==> src/sv/ddpr_pkg.sv <==
// Shared types, constants and helpers of the differential drive position regulator.
package ddpr_pkg;

  // Fixed point and encoder format
  localparam int COUNT_WIDTH = 16;
  localparam int FRAC_BITS   = 16;

  // Port field widths
  localparam int ORDER_W    = 2;
  localparam int AMOUNT_W   = 8;
  localparam int CNT_IN_W   = 16;
  localparam int DUTY_W     = 15;
  localparam int PERIOD_W   = 14;
  localparam int GAIN_W     = 24;
  localparam int LIMIT_W    = 17;
  localparam int TOL_W      = 16;
  localparam int CFG_IDX_W  = 3;
  localparam int CFG_DATA_W = 24;

  // Q16 register to Q(FRAC_BITS) conversion
  localparam int UPSHIFT   = (FRAC_BITS >= 16) ? FRAC_BITS - 16 : 0;
  localparam int DOWNSHIFT = (FRAC_BITS < 16) ? 16 - FRAC_BITS : 0;
  localparam int FQ_W      = LIMIT_W + UPSHIFT;

  // Datapath widths
  localparam int SUM_W     = COUNT_WIDTH + 1;
  localparam int MUL_A_W   = 33;
  localparam int MUL_B_W   = 32;
  localparam int PROD_W    = MUL_A_W + MUL_B_W;
  localparam int RD_W      = 33;
  localparam int RG_W      = 41;
  localparam int DRV_W     = FQ_W + 2;
  localparam int ERR_W     = 32;
  localparam int GAIN_FRAC = 16;

  // Q0.32 scale constants, products rounded by K_SH
  localparam int K_SH = 32 - FRAC_BITS;
  localparam logic [MUL_B_W-1:0] K_DIST = 32'd384177;
  localparam logic [MUL_B_W-1:0] K_HEAD = 32'd5733982;
  localparam logic [MUL_B_W-1:0] K_DEG  = 32'd74961321;

  // Centimetres to metres: floor((amount * 2^FRAC_BITS + 50) / 100) by reciprocal
  localparam int CM_BIAS  = 50;
  localparam int X_W      = AMOUNT_W + FRAC_BITS;
  localparam int RECIP_SH = X_W + 7;
  localparam logic [MUL_A_W-1:0] RECIP_M =
    MUL_A_W'(((64'd1 << RECIP_SH) + 64'd99) / 64'd100);

  // Request codes
  localparam logic CMD_START = 1'b0;
  localparam logic CMD_TICK  = 1'b1;

  typedef enum logic [ORDER_W-1:0] {
    MOVE_FWD, MOVE_BACK, MOVE_RIGHT, MOVE_LEFT
  } move_t;

  typedef enum logic [CFG_IDX_W-1:0] {
    REG_GAIN, REG_TRANSL_LIMIT, REG_ROT_LIMIT, REG_PWM_PERIOD,
    REG_STRAIGHT_TOL, REG_RIGHT_TOL, REG_LEFT_TOL
  } reg_idx_t;

  typedef struct packed {
    logic [GAIN_W-1:0]   gain;
    logic [LIMIT_W-1:0]  transl_limit;
    logic [LIMIT_W-1:0]  rot_limit;
    logic [PERIOD_W-1:0] pwm_period;
    logic [TOL_W-1:0]    straight_tol;
    logic [TOL_W-1:0]    right_tol;
    logic [TOL_W-1:0]    left_tol;
  } cfg_t;

  typedef struct packed {
    logic [MUL_A_W-1:0] a;
    logic [MUL_B_W-1:0] b;
  } mul_op_t;

  typedef struct packed {
    logic [DUTY_W-1:0] left_duty;
    logic              left_reverse;
    logic [DUTY_W-1:0] right_duty;
    logic              right_reverse;
    logic              move_done;
    logic              moving;
  } result_t;

  // Q16 to Q(FRAC_BITS), truncating when the format is narrower
  function automatic logic [FQ_W-1:0] from_q16(input logic [LIMIT_W-1:0] v);
    logic [FQ_W-1:0] w;
    w = FQ_W'(v) << UPSHIFT;
    return w >> DOWNSHIFT;
  endfunction

endpackage

==> src/sv/ddpr_req_if.sv <==
// Request channel: start and tick requests with valid/ready handshake.
interface ddpr_req_if import ddpr_pkg::*; ();
  logic                       valid;
  logic                       ready;
  logic                       cmd;
  logic [ORDER_W-1:0]         order;
  logic [AMOUNT_W-1:0]        amount;
  logic signed [CNT_IN_W-1:0] left_count;
  logic signed [CNT_IN_W-1:0] right_count;

  modport source (output valid, cmd, order, amount, left_count, right_count,
                  input ready);
  modport sink   (input valid, cmd, order, amount, left_count, right_count,
                  output ready);
endinterface

==> src/sv/ddpr_rsp_if.sv <==
// Result channel: PWM duties, direction bits and move status.
interface ddpr_rsp_if import ddpr_pkg::*; ();
  logic              valid;
  logic              ready;
  logic [DUTY_W-1:0] left_duty;
  logic              left_reverse;
  logic [DUTY_W-1:0] right_duty;
  logic              right_reverse;
  logic              move_done;
  logic              moving;

  modport source (output valid, left_duty, left_reverse, right_duty, right_reverse,
                  move_done, moving, input ready);
  modport sink   (input valid, left_duty, left_reverse, right_duty, right_reverse,
                  move_done, moving, output ready);
endinterface

==> src/sv/ddpr_cfg_if.sv <==
// Configuration write channel: register index and write data.
interface ddpr_cfg_if import ddpr_pkg::*; ();
  logic                  valid;
  logic                  ready;
  logic [CFG_IDX_W-1:0]  index;
  logic [CFG_DATA_W-1:0] data;

  modport source (output valid, index, data, input ready);
  modport sink   (input valid, index, data, output ready);
endinterface

==> src/sv/ddpr_cfg_regs.sv <==
// Configuration register file with reset defaults.
module ddpr_cfg_regs import ddpr_pkg::*; (
  input  logic       clk,
  input  logic       rst,
  ddpr_cfg_if.sink   cfg,
  output cfg_t       cfg_q
);

  assign cfg.ready = 1'b1;

  always_ff @(posedge clk) begin
    if (rst) begin
      cfg_q.gain         <= GAIN_W'(241828);
      cfg_q.transl_limit <= LIMIT_W'(19661);
      cfg_q.rot_limit    <= LIMIT_W'(16384);
      cfg_q.pwm_period   <= PERIOD_W'(2666);
      cfg_q.straight_tol <= TOL_W'(983);
      cfg_q.right_tol    <= TOL_W'(655);
      cfg_q.left_tol     <= TOL_W'(3604);
    end else if (cfg.valid) begin
      case (reg_idx_t'(cfg.index))
        REG_GAIN:         cfg_q.gain         <= cfg.data[GAIN_W-1:0];
        REG_TRANSL_LIMIT: cfg_q.transl_limit <= cfg.data[LIMIT_W-1:0];
        REG_ROT_LIMIT:    cfg_q.rot_limit    <= cfg.data[LIMIT_W-1:0];
        REG_PWM_PERIOD:   cfg_q.pwm_period   <= cfg.data[PERIOD_W-1:0];
        REG_STRAIGHT_TOL: cfg_q.straight_tol <= cfg.data[TOL_W-1:0];
        REG_RIGHT_TOL:    cfg_q.right_tol    <= cfg.data[TOL_W-1:0];
        REG_LEFT_TOL:     cfg_q.left_tol     <= cfg.data[TOL_W-1:0];
        default: begin
        end
      endcase
    end
  end

endmodule

==> src/sv/ddpr_mul.sv <==
// Shared unsigned multiplier with registered product.
module ddpr_mul import ddpr_pkg::*; (
  input  logic              clk,
  input  mul_op_t           op,
  output logic [PROD_W-1:0] prod
);

  always_ff @(posedge clk) begin
    prod <= PROD_W'(op.a) * PROD_W'(op.b);
  end

endmodule

==> src/sv/ddpr_ctrl.sv <==
// Sequencer and datapath registers: move set-up, end test, errors, clamp, mix, duties.
module ddpr_ctrl import ddpr_pkg::*; (
  input  logic              clk,
  input  logic              rst,
  ddpr_req_if.sink          req,
  input  cfg_t              cfg_q,
  output mul_op_t           mul_op,
  input  logic [PROD_W-1:0] prod,
  output logic              res_valid,
  input  logic              res_take,
  output result_t           res
);

  typedef enum logic [4:0] {
    S_IDLE, S_CHECK, S_START_D, S_START_A, S_START_T,
    S_DIST, S_HEAD, S_ERR_D, S_ERR_H, S_GAIN_T, S_GAIN_R,
    S_CLAMP_T, S_CLAMP_R, S_MIX, S_DUTY_L, S_DUTY_R, S_DUTY_END, S_RESULT
  } state_t;

  state_t state;

  // control
  logic  active;
  logic  first_tick;
  move_t move_kind;

  // payload
  logic [AMOUNT_W-1:0]     amt;
  logic signed [ERR_W-1:0] target_distance;
  logic signed [ERR_W-1:0] target_heading;
  logic signed [ERR_W-1:0] last_distance_error;
  logic signed [ERR_W-1:0] last_heading_error;
  logic signed [SUM_W-1:0] sum;
  logic signed [SUM_W-1:0] diff;
  logic [RD_W-1:0]         rd;
  logic [RD_W-1:0]         rh;
  logic [RG_W-1:0]         rt;
  logic [RG_W-1:0]         rr;
  logic signed [FQ_W:0]    tl;
  logic signed [FQ_W:0]    rl;
  logic signed [DRV_W-1:0] dl;
  logic signed [DRV_W-1:0] dr;

  logic [PROD_W-1:0] rnd_k;
  logic [PROD_W-1:0] rnd_g;
  logic [PROD_W-1:0] trunc_f;
  logic [PROD_W-1:0] trunc_r;
  logic [DUTY_W-1:0] top;
  logic [DUTY_W-1:0] duty;
  logic              go;
  logic signed [SUM_W-1:0] cnt_l;
  logic signed [SUM_W-1:0] cnt_r;

  function automatic logic [SUM_W-1:0] mag_sum(input logic signed [SUM_W-1:0] v);
    return v[SUM_W-1] ? SUM_W'(-v) : SUM_W'(v);
  endfunction

  function automatic logic [ERR_W-1:0] mag_err(input logic signed [ERR_W-1:0] v);
    return v[ERR_W-1] ? ERR_W'(-v) : ERR_W'(v);
  endfunction

  function automatic logic [DRV_W-1:0] mag_drv(input logic signed [DRV_W-1:0] v);
    return v[DRV_W-1] ? DRV_W'(-v) : DRV_W'(v);
  endfunction

  // target minus signed rounded magnitude, saturated to 32 bits
  function automatic logic signed [ERR_W-1:0] err_sat(
    input logic signed [ERR_W-1:0] target,
    input logic                    neg,
    input logic [RD_W-1:0]         m
  );
    logic signed [RD_W:0]   sv;
    logic signed [RD_W+1:0] e;
    sv = $signed({1'b0, m});
    if (neg) begin
      sv = -sv;
    end
    e = (RD_W+2)'(target) - (RD_W+2)'(sv);
    if (e > (RD_W+2)'(33'sh0_7FFF_FFFF)) begin
      return 32'sh7FFF_FFFF;
    end else if (e < -(RD_W+2)'(34'sh0_8000_0000)) begin
      return 32'sh8000_0000;
    end
    return e[ERR_W-1:0];
  endfunction

  // sign times min(magnitude, limit)
  function automatic logic signed [FQ_W:0] clamp_drv(
    input logic            neg,
    input logic [RG_W-1:0] m,
    input logic [FQ_W-1:0] lim
  );
    logic [FQ_W-1:0]      mn;
    logic signed [FQ_W:0] v;
    mn = (m > RG_W'(lim)) ? lim : m[FQ_W-1:0];
    v  = $signed({1'b0, mn});
    return neg ? -v : v;
  endfunction

  assign cnt_l = SUM_W'($signed(req.left_count[COUNT_WIDTH-1:0]));
  assign cnt_r = SUM_W'($signed(req.right_count[COUNT_WIDTH-1:0]));

  assign rnd_k   = (prod + (PROD_W'(1) << (K_SH - 1))) >> K_SH;
  assign rnd_g   = (prod + (PROD_W'(1) << (GAIN_FRAC - 1))) >> GAIN_FRAC;
  assign trunc_f = prod >> FRAC_BITS;
  assign trunc_r = prod >> RECIP_SH;
  assign top     = DUTY_W'(cfg_q.pwm_period) + DUTY_W'(1);
  assign duty    = (trunc_f > PROD_W'(top)) ? top : trunc_f[DUTY_W-1:0];

  // end-of-move test on the error left by the previous tick
  always_comb begin
    go = 1'b1;
    if (!first_tick) begin
      case (move_kind)
        MOVE_FWD:   go = last_distance_error >
                         $signed({1'b0, from_q16({1'b0, cfg_q.straight_tol})});
        MOVE_BACK:  go = last_distance_error <
                         -$signed({1'b0, from_q16({1'b0, cfg_q.straight_tol})});
        MOVE_RIGHT: go = last_heading_error >
                         $signed({1'b0, from_q16({1'b0, cfg_q.right_tol})});
        MOVE_LEFT:  go = last_heading_error <
                         -$signed({1'b0, from_q16({1'b0, cfg_q.left_tol})});
        default:    go = 1'b1;
      endcase
    end
  end

  // operand selection for the shared multiplier
  always_comb begin
    mul_op.a = '0;
    mul_op.b = '0;
    case (state)
      S_START_D: begin
        mul_op.a = RECIP_M;
        mul_op.b = MUL_B_W'({amt, FRAC_BITS'(0)}) + MUL_B_W'(CM_BIAS);
      end
      S_START_A: begin
        mul_op.a = MUL_A_W'(amt);
        mul_op.b = K_DEG;
      end
      S_DIST: begin
        mul_op.a = MUL_A_W'(mag_sum(sum));
        mul_op.b = K_DIST;
      end
      S_HEAD: begin
        mul_op.a = MUL_A_W'(mag_sum(diff));
        mul_op.b = K_HEAD;
      end
      S_GAIN_T: begin
        mul_op.a = MUL_A_W'(mag_err(last_distance_error));
        mul_op.b = MUL_B_W'(cfg_q.gain);
      end
      S_GAIN_R: begin
        mul_op.a = MUL_A_W'(mag_err(last_heading_error));
        mul_op.b = MUL_B_W'(cfg_q.gain);
      end
      S_DUTY_L: begin
        mul_op.a = MUL_A_W'(mag_drv(dl));
        mul_op.b = MUL_B_W'(top);
      end
      S_DUTY_R: begin
        mul_op.a = MUL_A_W'(mag_drv(dr));
        mul_op.b = MUL_B_W'(top);
      end
      default: begin
      end
    endcase
  end

  assign req.ready = (state == S_IDLE);
  assign res_valid = (state == S_RESULT);

  always_ff @(posedge clk) begin
    if (rst) begin
      state      <= S_IDLE;
      active     <= 1'b0;
      first_tick <= 1'b1;
      move_kind  <= MOVE_FWD;
    end else begin
      case (state)
        S_IDLE: begin
          if (req.valid) begin
            // drive fields default to zero drive
            res.left_duty     <= '0;
            res.left_reverse  <= 1'b1;
            res.right_duty    <= '0;
            res.right_reverse <= 1'b1;
            res.move_done     <= 1'b0;
            res.moving        <= active;
            if (req.cmd == CMD_START) begin
              move_kind  <= move_t'(req.order);
              amt        <= req.amount;
              active     <= 1'b1;
              first_tick <= 1'b1;
              state      <= S_START_D;
            end else if (active) begin
              sum   <= cnt_l + cnt_r;
              diff  <= cnt_l - cnt_r;
              state <= S_CHECK;
            end else begin
              state <= S_RESULT;
            end
          end
        end
        S_START_D: state <= S_START_A;
        S_START_A: begin
          rd    <= trunc_r[RD_W-1:0];
          state <= S_START_T;
        end
        S_START_T: begin
          case (move_kind)
            MOVE_FWD: begin
              target_distance <= rd[ERR_W-1:0];
              target_heading  <= '0;
            end
            MOVE_BACK: begin
              target_distance <= -$signed(rd[ERR_W-1:0]);
              target_heading  <= '0;
            end
            MOVE_RIGHT: begin
              target_distance <= '0;
              target_heading  <= rnd_k[ERR_W-1:0];
            end
            MOVE_LEFT: begin
              target_distance <= '0;
              target_heading  <= -$signed(rnd_k[ERR_W-1:0]);
            end
            default: begin
              target_distance <= '0;
              target_heading  <= '0;
            end
          endcase
          res.moving <= 1'b1;
          state      <= S_RESULT;
        end
        S_CHECK: begin
          if (!go) begin
            active        <= 1'b0;
            first_tick    <= 1'b1;
            res.move_done <= 1'b1;
            res.moving    <= 1'b0;
            state         <= S_RESULT;
          end else begin
            state <= S_DIST;
          end
        end
        S_DIST: state <= S_HEAD;
        S_HEAD: begin
          rd    <= rnd_k[RD_W-1:0];
          state <= S_ERR_D;
        end
        S_ERR_D: begin
          rh                  <= rnd_k[RD_W-1:0];
          last_distance_error <= err_sat(target_distance, sum[SUM_W-1], rd);
          state               <= S_ERR_H;
        end
        S_ERR_H: begin
          last_heading_error <= err_sat(target_heading, diff[SUM_W-1], rh);
          first_tick         <= 1'b0;
          state              <= S_GAIN_T;
        end
        S_GAIN_T: state <= S_GAIN_R;
        S_GAIN_R: begin
          rt    <= rnd_g[RG_W-1:0];
          state <= S_CLAMP_T;
        end
        S_CLAMP_T: begin
          rr    <= rnd_g[RG_W-1:0];
          tl    <= clamp_drv(last_distance_error[ERR_W-1], rt,
                             from_q16(cfg_q.transl_limit));
          state <= S_CLAMP_R;
        end
        S_CLAMP_R: begin
          rl    <= clamp_drv(last_heading_error[ERR_W-1], rr,
                             from_q16(cfg_q.rot_limit));
          state <= S_MIX;
        end
        S_MIX: begin
          dl    <= DRV_W'(tl) + DRV_W'(rl);
          dr    <= DRV_W'(tl) - DRV_W'(rl);
          state <= S_DUTY_L;
        end
        S_DUTY_L: state <= S_DUTY_R;
        S_DUTY_R: begin
          res.left_duty    <= duty;
          res.left_reverse <= dl[DRV_W-1] || (dl == '0);
          state            <= S_DUTY_END;
        end
        S_DUTY_END: begin
          res.right_duty    <= duty;
          res.right_reverse <= dr[DRV_W-1] || (dr == '0);
          res.moving        <= 1'b1;
          state             <= S_RESULT;
        end
        S_RESULT: begin
          if (res_take) begin
            state <= S_IDLE;
          end
        end
        default: state <= S_IDLE;
      endcase
    end
  end

endmodule

==> src/sv/diff_drive_position_regulator.sv <==
// Top level of the differential drive proportional position regulator.
//
// A start request loads a move (forward or backward by amount centimetres, right or
// left turn by amount degrees) and answers with zero drive and moving set. Each tick
// request brings the two encoder counts since the move began; the regulator tests the
// error left by the previous tick against the move's tolerance, and either finishes
// the move (zero drive, move_done) or works out mean distance and heading, scales
// both errors by the gain, clamps them and mixes them into two PWM duties with
// direction bits. A tick while no move runs answers with zero drive at once. All
// products go through one shared 33 x 32 multiplier with a registered product,
// stepped by a small sequencer, so one request is in work at a time. The request
// side is ready again once the result has moved into the output register, so the
// next request may be accepted while that result still waits to be taken.
// Configuration writes are taken on any cycle and should only be issued while
// the block is idle.
module diff_drive_position_regulator import ddpr_pkg::*; (
  input  logic       clk,
  input  logic       rst,
  ddpr_req_if.sink   req,
  ddpr_rsp_if.source rsp,
  ddpr_cfg_if.sink   cfg
);

  cfg_t              cfg_q;
  mul_op_t           mul_op;
  logic [PROD_W-1:0] prod;
  logic              res_valid;
  logic              res_take;
  result_t           res;
  logic              out_valid;
  result_t           out_res;

  ddpr_cfg_regs u_cfg_regs (
    .clk   (clk),
    .rst   (rst),
    .cfg   (cfg),
    .cfg_q (cfg_q)
  );

  ddpr_mul u_mul (
    .clk  (clk),
    .op   (mul_op),
    .prod (prod)
  );

  ddpr_ctrl u_ctrl (
    .clk       (clk),
    .rst       (rst),
    .req       (req),
    .cfg_q     (cfg_q),
    .mul_op    (mul_op),
    .prod      (prod),
    .res_valid (res_valid),
    .res_take  (res_take),
    .res       (res)
  );

  // Output register: take a finished result when empty or being drained this cycle.
  assign res_take = res_valid && (!out_valid || rsp.ready);

  always_ff @(posedge clk) begin
    if (rst) begin
      out_valid <= 1'b0;
    end else if (res_take) begin
      out_valid <= 1'b1;
    end else if (rsp.ready) begin
      out_valid <= 1'b0;
    end
  end

  // payload needs no reset; only loaded alongside out_valid
  always_ff @(posedge clk) begin
    if (res_take) begin
      out_res <= res;
    end
  end

  assign rsp.valid         = out_valid;
  assign rsp.left_duty     = out_res.left_duty;
  assign rsp.left_reverse  = out_res.left_reverse;
  assign rsp.right_duty    = out_res.right_duty;
  assign rsp.right_reverse = out_res.right_reverse;
  assign rsp.move_done     = out_res.move_done;
  assign rsp.moving        = out_res.moving;

  // A request in work closes the request side on the next cycle.
  a_one_in_work: assert property (@(posedge clk) disable iff (rst)
    req.valid && req.ready |=> !req.ready)
    else $error("request accepted while another was still in work");

  // A result not yet taken by the output register is held unchanged.
  a_result_held: assert property (@(posedge clk) disable iff (rst)
    res_valid && !res_take |=> res_valid && $stable(res))
    else $error("pending result changed before hand-over");

  // A finished move always reports zero drive and no motion.
  a_done_zero: assert property (@(posedge clk) disable iff (rst)
    rsp.valid && rsp.move_done |->
      !rsp.moving && (rsp.left_duty == '0) && (rsp.right_duty == '0) &&
      rsp.left_reverse && rsp.right_reverse)
    else $error("finishing result carries drive or motion");

  // Duties never pass full scale.
  a_duty_range: assert property (@(posedge clk) disable iff (rst)
    rsp.valid |->
      (rsp.left_duty <= DUTY_W'(cfg_q.pwm_period) + DUTY_W'(1)) &&
      (rsp.right_duty <= DUTY_W'(cfg_q.pwm_period) + DUTY_W'(1)))
    else $error("duty beyond period plus one");

endmodule
==> src/flat_wrapper.sv <==
// flat-port wrapper written by rule: the top's interface ports become plain ports
module diff_drive_position_regulator_flat import ddpr_pkg::*;
  (clk, rst, req_valid, req_cmd, req_order, req_amount, req_left_count, req_right_count, req_ready, rsp_valid, rsp_left_duty, rsp_left_reverse, rsp_right_duty, rsp_right_reverse, rsp_move_done, rsp_moving, rsp_ready, cfg_valid, cfg_index, cfg_data, cfg_ready);
  ddpr_req_if req_i ();
  ddpr_rsp_if rsp_i ();
  ddpr_cfg_if cfg_i ();
  input  logic clk;
  input  logic rst;
  input wire logic [$bits(req_i.valid)-1:0] req_valid;
  input wire logic [$bits(req_i.cmd)-1:0] req_cmd;
  input wire logic [$bits(req_i.order)-1:0] req_order;
  input wire logic [$bits(req_i.amount)-1:0] req_amount;
  input wire logic [$bits(req_i.left_count)-1:0] req_left_count;
  input wire logic [$bits(req_i.right_count)-1:0] req_right_count;
  output wire logic [$bits(req_i.ready)-1:0] req_ready;
  output wire logic [$bits(rsp_i.valid)-1:0] rsp_valid;
  output wire logic [$bits(rsp_i.left_duty)-1:0] rsp_left_duty;
  output wire logic [$bits(rsp_i.left_reverse)-1:0] rsp_left_reverse;
  output wire logic [$bits(rsp_i.right_duty)-1:0] rsp_right_duty;
  output wire logic [$bits(rsp_i.right_reverse)-1:0] rsp_right_reverse;
  output wire logic [$bits(rsp_i.move_done)-1:0] rsp_move_done;
  output wire logic [$bits(rsp_i.moving)-1:0] rsp_moving;
  input wire logic [$bits(rsp_i.ready)-1:0] rsp_ready;
  input wire logic [$bits(cfg_i.valid)-1:0] cfg_valid;
  input wire logic [$bits(cfg_i.index)-1:0] cfg_index;
  input wire logic [$bits(cfg_i.data)-1:0] cfg_data;
  output wire logic [$bits(cfg_i.ready)-1:0] cfg_ready;
  assign req_i.valid = req_valid;
  assign req_i.cmd = req_cmd;
  assign req_i.order = req_order;
  assign req_i.amount = req_amount;
  assign req_i.left_count = req_left_count;
  assign req_i.right_count = req_right_count;
  assign req_ready = req_i.ready;
  assign rsp_valid = rsp_i.valid;
  assign rsp_left_duty = rsp_i.left_duty;
  assign rsp_left_reverse = rsp_i.left_reverse;
  assign rsp_right_duty = rsp_i.right_duty;
  assign rsp_right_reverse = rsp_i.right_reverse;
  assign rsp_move_done = rsp_i.move_done;
  assign rsp_moving = rsp_i.moving;
  assign rsp_i.ready = rsp_ready;
  assign cfg_i.valid = cfg_valid;
  assign cfg_i.index = cfg_index;
  assign cfg_i.data = cfg_data;
  assign cfg_ready = cfg_i.ready;
  diff_drive_position_regulator u_core (.clk(clk), .rst(rst), .req(req_i), .rsp(rsp_i), .cfg(cfg_i));
endmodule
==> config.mk <==
export PLATFORM = sky130hd
export DESIGN_NAME = diff_drive_position_regulator_flat
export DESIGN_NICKNAME = d
export VERILOG_FILES = /design/src/sv/ddpr_pkg.sv /design/src/sv/ddpr_req_if.sv /design/src/sv/ddpr_rsp_if.sv /design/src/sv/ddpr_cfg_if.sv /design/src/sv/ddpr_cfg_regs.sv /design/src/sv/ddpr_mul.sv /design/src/sv/ddpr_ctrl.sv /design/src/sv/diff_drive_position_regulator.sv /design/src/flat_wrapper.sv
export SDC_FILE = /design/constraint.sdc
export NUM_CORES = 2
export LEC_CHECK = 0
export ABC_AREA = 1
export ABC_CLOCK_PERIOD_IN_PS = 18600
export BUFFER_PORTS_ARGS = -buffer_cell sky130_fd_sc_hd__buf_4
export CORE_MARGIN = 8
export CORE_UTILIZATION = 45
export DETAILED_ROUTE_END_ITERATION = 10
export PLACE_DENSITY = 0.59
export RECOVER_POWER = 50
export SYNTH_ARGS = -nofsm -noshare
export SYNTH_HDL_FRONTEND = slang
export SYNTH_HIERARCHICAL = 1
export SYNTH_SLANG_ARGS = --single-unit
==> constraint.sdc <==
create_clock -name clk -period 18.6 [get_ports clk]
set_clock_uncertainty 0.15 [all_clocks]
set_input_delay 0 -clock clk [delete_from_list [all_inputs] [get_ports clk]]
set_output_delay 0 -clock clk [all_outputs]
set_load 0.005 [all_outputs]
* Word-level counts from Yosys, hierarchy flattened *
Cells that the tools add are included.

storage, ports and cells
  bits in registers = 654
  latch bits = 0
  bits in writable memories = 0
  bits in read-only memories = 0
  input port bits = 75
  output and inout bits = 37
  word-level logic and storage cells = 211
  memories kept = 0

operators by class
  add/sub/neg operators = 23
  multiply operators = 1
  divide/modulo/power cells = 0
  $lt $le $gt $ge = 11
  equality and inequality tests = 30
  shift operators = 0
  mux-type cells = 57
  bitwise gates (word level) = 2
  reduce and logical (&&, ||, !) cells = 45

operators with widths
  kind                                                             count
  case mux 64 bit (8 select lines)                                 1
  two-way mux 32 bit                                               8
  two-way mux 34 bit                                               7
  case mux 32 bit (3 select lines)                                 2
  negation 32 bit                                                  4
  two-way mux 17 bit                                               6
  case mux 5 bit (17 select lines)                                 1
  greater-than comparator 41 x 17 -> 1 bit                         2
  greater-than comparator 35 x 32 -> 1 bit, second input constant  2
  less-than comparator 35 x 32 -> 1 bit, second input constant     2
  subtractor 32 x 34 -> 35 bit                                     2
  negation 33 -> 34 bit                                            2
  case mux 33 bit (2 select lines)                                 1
  greater-than comparator 32 x 17 -> 1 bit                         2
  less-than comparator 32 bit                                      2
  multiplier 32 x 32 -> 64 bit                                     1
  negation 16 -> 32 bit                                            2
  case mux 16 bit (2 select lines)                                 2
  adder 57 x 16 -> 57 bit, second input constant                   1
  greater-than comparator 48 x 15 -> 1 bit                         1
  equality test 5 x 4 -> 1 bit, second input constant              8
  zero test 19 bit                                                 2
  two-way mux 19 bit                                               2
  negation 19 bit                                                  2
  other kinds (39)                                                 104

* Longest topological paths before layout *
  depth after elaboration = 11
  gate-level depth with buffers = 47
  gate-level depth less buffers = 46

* Hierarchy *
The synthesis kept the hierarchy.

modules (own cells, without submodules)
  module                         times used  cells an instance  area an instance (um2)  sequential area each (um2)
  ddpr_mul                       1           5107               38205.4                 1301.2
  ddpr_ctrl                      1           4945               36806.6                 12912.4
  ddpr_cfg_regs                  1           650                4665.7                  2402.3
  diff_drive_position_regulator  1           40                 1068.5                  1041.0

* Worst setup path after synthesis *
Ideal clock, no wire load.

  path type = register to register
  start point = register u_core.u_ctrl.last_heading_error[1]
  end point = register u_core.u_mul.prod[53]
  library setup time = 0.112 ns
  arrival time = 8.141 ns
  path slack = 10.197 ns
  stages on the path, launching flop included = 40
  buffers on the path = 1
  cells stage by stage = edfxtp_1 > inv_1 > ha_1 > nand3_1 > nor3_1 > nand4_1 > nor3_1 > nand2_1 > nand2_1 > o21ai_0 > inv_1 > nand2_1 > xnor2_1 > o21ai_0 > clkbuf_1 > nand2_1 > fa_1 > inv_1 > [... 4 more ...] > inv_1 > fa_1 > fa_1 > fa_1 > inv_1 > fa_1 > inv_1 > ha_1 > nand2_1 > inv_1 > a21oi_1 > nand2_1 > inv_1 > nand2_1 > a21oi_1 > nand2_1 > nand2_1 > nand2_1

RTL lines
  item                    line              RTL
  from (decl)             ddpr_ctrl.sv:32   logic signed [ERR_W-1:0] last_heading_error;
  from (signal assigned)  ddpr_ctrl.sv:258  last_heading_error <= err_sat(target_heading, diff[SUM_W-1], rh);
  to (signal assigned)    ddpr_mul.sv:9     prod <= PROD_W'(op.a) * PROD_W'(op.b);
  to (decl)               ddpr_mul.sv:5     output logic [PROD_W-1:0] prod

==> run_results.csv <==
group,metric,value,unit
status,run_status,"complete, but fails checks",
status,failed_checks,"max-capacitance violations, max-slew violations",
layout,layout_common_cells,"nand2_1 (2873), inv_1 (2369), fa_1 (932)",
detailed_routing,drtIter0Drc,5937,
timing,fin_crit_sh,64.68,%
hold_path,hp-start,"req_right_count[7]",
global_route,grt_max_degree,83,
yosys,ys_warn_count,6,
detailed_routing,viasPerCell,5.322,
global_route,use_met1,40.12,%
setup_path,reg2reg_from,"u_core/u_ctrl/state[1]",
cts,clock_path_buffers,3,
die,dieArea,0.1923,sq mm
layout,fin_cells,13226,
global_route,grt_pass1_wl,442500,um
global_route,grt.busiest_layer,"met2",
cts,cts_setup_buffers,0,
power,irDropWorstVdd,0.07265,mV
power,internal-power,3512,uW
yosys,avgSynthCellArea,7.499,sq um
cts,root_buffer,"clkbuf_16",
placement,routabilityCongestion,1.010,
die,rows,155,
hold_path,hp-class,"primary input to flop",
die,core,0.1780,sq mm
power,cellPowerDensity,75.02,mW/mm^2
global_route,grt_use_met2,48.49,%
hold_path,hold_end,"u_core/u_ctrl/sum[15]",
power,pwr-share-seq,27.5,%
cts,cts_buffers,79,
timing,setup_viol,0,
power,p_sw_share,46.67,%
setup_path,reg2reg_to,"u_core/u_mul/prod[58]",
setup_path,rr_worst_depth,37,
layout,final_common_cell,"nand2_1",
global_route,grt_overflow,0,
setup_path,critPathSlowestCell,"clkbuf_1",
run,maxCapViolCount,9,
setup_path,slowest_delay,1600,ps
detailed_routing,dr.pass1.iters,9,
placement,portBuffers,110,
cts,htree_levels,3,
global_route,grt_pass1_vias,70303,
cts,cts.sink_count,638,
layout,fin_nets,12368,
timing,hold_viol_final,0,
power,p_clk_share,23.6,%
setup_path,critPathCaptureType,"flop",
layout,fillCellCount,17701,
die,start_util,45.13,%
die,ioPinCount,112,
timing,period_needed,12030,ps
timing,max_slew_margin,-170.0,%
global_route,grt_antenna_before_repair,21,
placement,dpl.hpwl,237700,um
timing,drv_slew,391,
cts,ctsResizeCount,0,
detailed_routing,drc,0,
cts,clk_latency,700,ps
die,die_h,438.6,um
timing,fin_setup_tns,0,ps
setup_path,critical_path_required,19000,ps
power,p_leak,0.04577,uW
setup_path,cp_data_arrival_time,12430,ps
placement,place_inst,12909,
timing,max_clock_freq,0.08313,GHz
die,die_w,438.6,um
power,switching_power,3073,uW
timing,worstMarginPinSlew,4050,ps
cts,cts_tree,"built",
detailed_routing,wl,295700,um
setup_path,start_kind,"flop",
detailed_routing,drtAntennaViolNets,0,
setup_path,worstPathMaxFanout,33,
setup_path,r2r_slack,6570,ps
yosys,mappedNetlistArea,0.08035,sq mm
power,combPwrFrac,48.9,%
hold_path,worstHoldPathCells,7,
timing,rsz0062_at_grt,"false",
cts,clk_pin_slew_worst_paths,60,ps
layout,drive_gt1_share,4.694,%
detailed_routing,vias,70391,
detailed_routing,wl_per_cell,22.36,um
global_route,grt_use_total,30.27,%
yosys,postSynthCellCount,10715,
setup_path,critPathKind,"flop to flop",
layout,area_growth_syn_to_layout,9.243,%
global_route,use_met3,4.700,%
[metrics by stage]
stage               area (sq um)  worst slack, ps  utilization [%]  total power, uW  hold slack [ps]
floorplan                  80380            10200                -             3766           -87.56
global placement           83820             7366            47.08             4955            32.50
detailed placement         83840             7874            47.09             4963            35.94
CTS                        88070             7798            49.47             6585            2.945
global route               87770             6188            49.30             6975            43.79
finish                     87780             6570            49.30             6585            50.20
[power by group through the flow]
stage | Clock [uW] | Combinational [uW] | Sequential, uW
2_1_floorplan | 0 | 1990 | 1780
3_5_place_dp | 0 | 3120 | 1840
4_1_cts | 1580 | 3190 | 1810
5_1_grt | 1640 | 3520 | 1820
3_3_place_gp | 0 | 3120 | 1840
6_report | 1560 | 3220 | 1810
[sequential cells by signal, indices dropped and copies added, names as in the netlist, 19 cells and up]
| register | count |
|---|---|
| u_core/u_ctrl/rr | 41 |
| u_core/u_ctrl/rd | 33 |
| u_core/u_mul/prod | 50 |
| u_core/u_ctrl/target_heading | 32 |
| u_core/u_ctrl/rh | 33 |
| u_core/u_ctrl/rt | 41 |
| u_core/u_ctrl/res | 34 |
| u_core/u_ctrl/dl | 19 |
| u_core/u_ctrl/last_distance_error | 32 |
| u_core/u_ctrl/last_heading_error | 32 |
| u_core/u_cfg_regs/cfg_q | 120 |
| u_core/u_ctrl/target_distance | 32 |
[final cells by class]
cell class	instances	area (sq um)	area share [%]
antenna	5	12.51	0.01425
clock buffer	94	2106	2.399
clock inverter	52	467.9	0.5331
inverter	2407	9036	10.29
multi-input combinational	7284	52690	60.03
sequential	638	17360	19.77
tap	2355	2947	3.357
timing repair buffer	391	3163	3.603
[worst max-delay path by stage]
stage                                              start                    end  cells after the start
finish                            u_core/u_ctrl/state[1]  u_core/u_mul/prod[58]                     37
global route                      u_core/u_ctrl/state[1]  u_core/u_mul/prod[39]                     37
CTS                               u_core/u_ctrl/state[1]  u_core/u_mul/prod[59]                     37
detailed placement                u_core/u_ctrl/state[1]  u_core/u_mul/prod[59]                     37
global placement    u_core/u_ctrl/last_distance_error[1]  u_core/u_mul/prod[58]                     37
floorplan            u_core/u_ctrl/last_heading_error[1]  u_core/u_mul/prod[53]                     39
[routing by layer]
| metal | vias up | part of all wire [%] |
|---|---|---|
| li1 | 32804 | - |
| met1 | 34297 | 42 |
| met2 | 2735 | 45 |
| met3 | 549 | 7.5 |
| met4 | 6 | 5.9 |
| met5 | - | 0.085 |
[critical path, delay by kind of cell (launching register included)]
kind	cells	cell delay (ps)
fa+ha+maj	9	4470
flops	1	350
simple gates	14	1750
buf+inv	11	3940
compound gates	3	1160
[timing repair]
item | 4_1_cts | 5_1_grt
hold buffers | 166 | 0
endpoints found under the hold margin | 282 | 0
endpoints found under the setup margin | 0 | 0
Note: power is estimated with default switching activity, not from simulation.
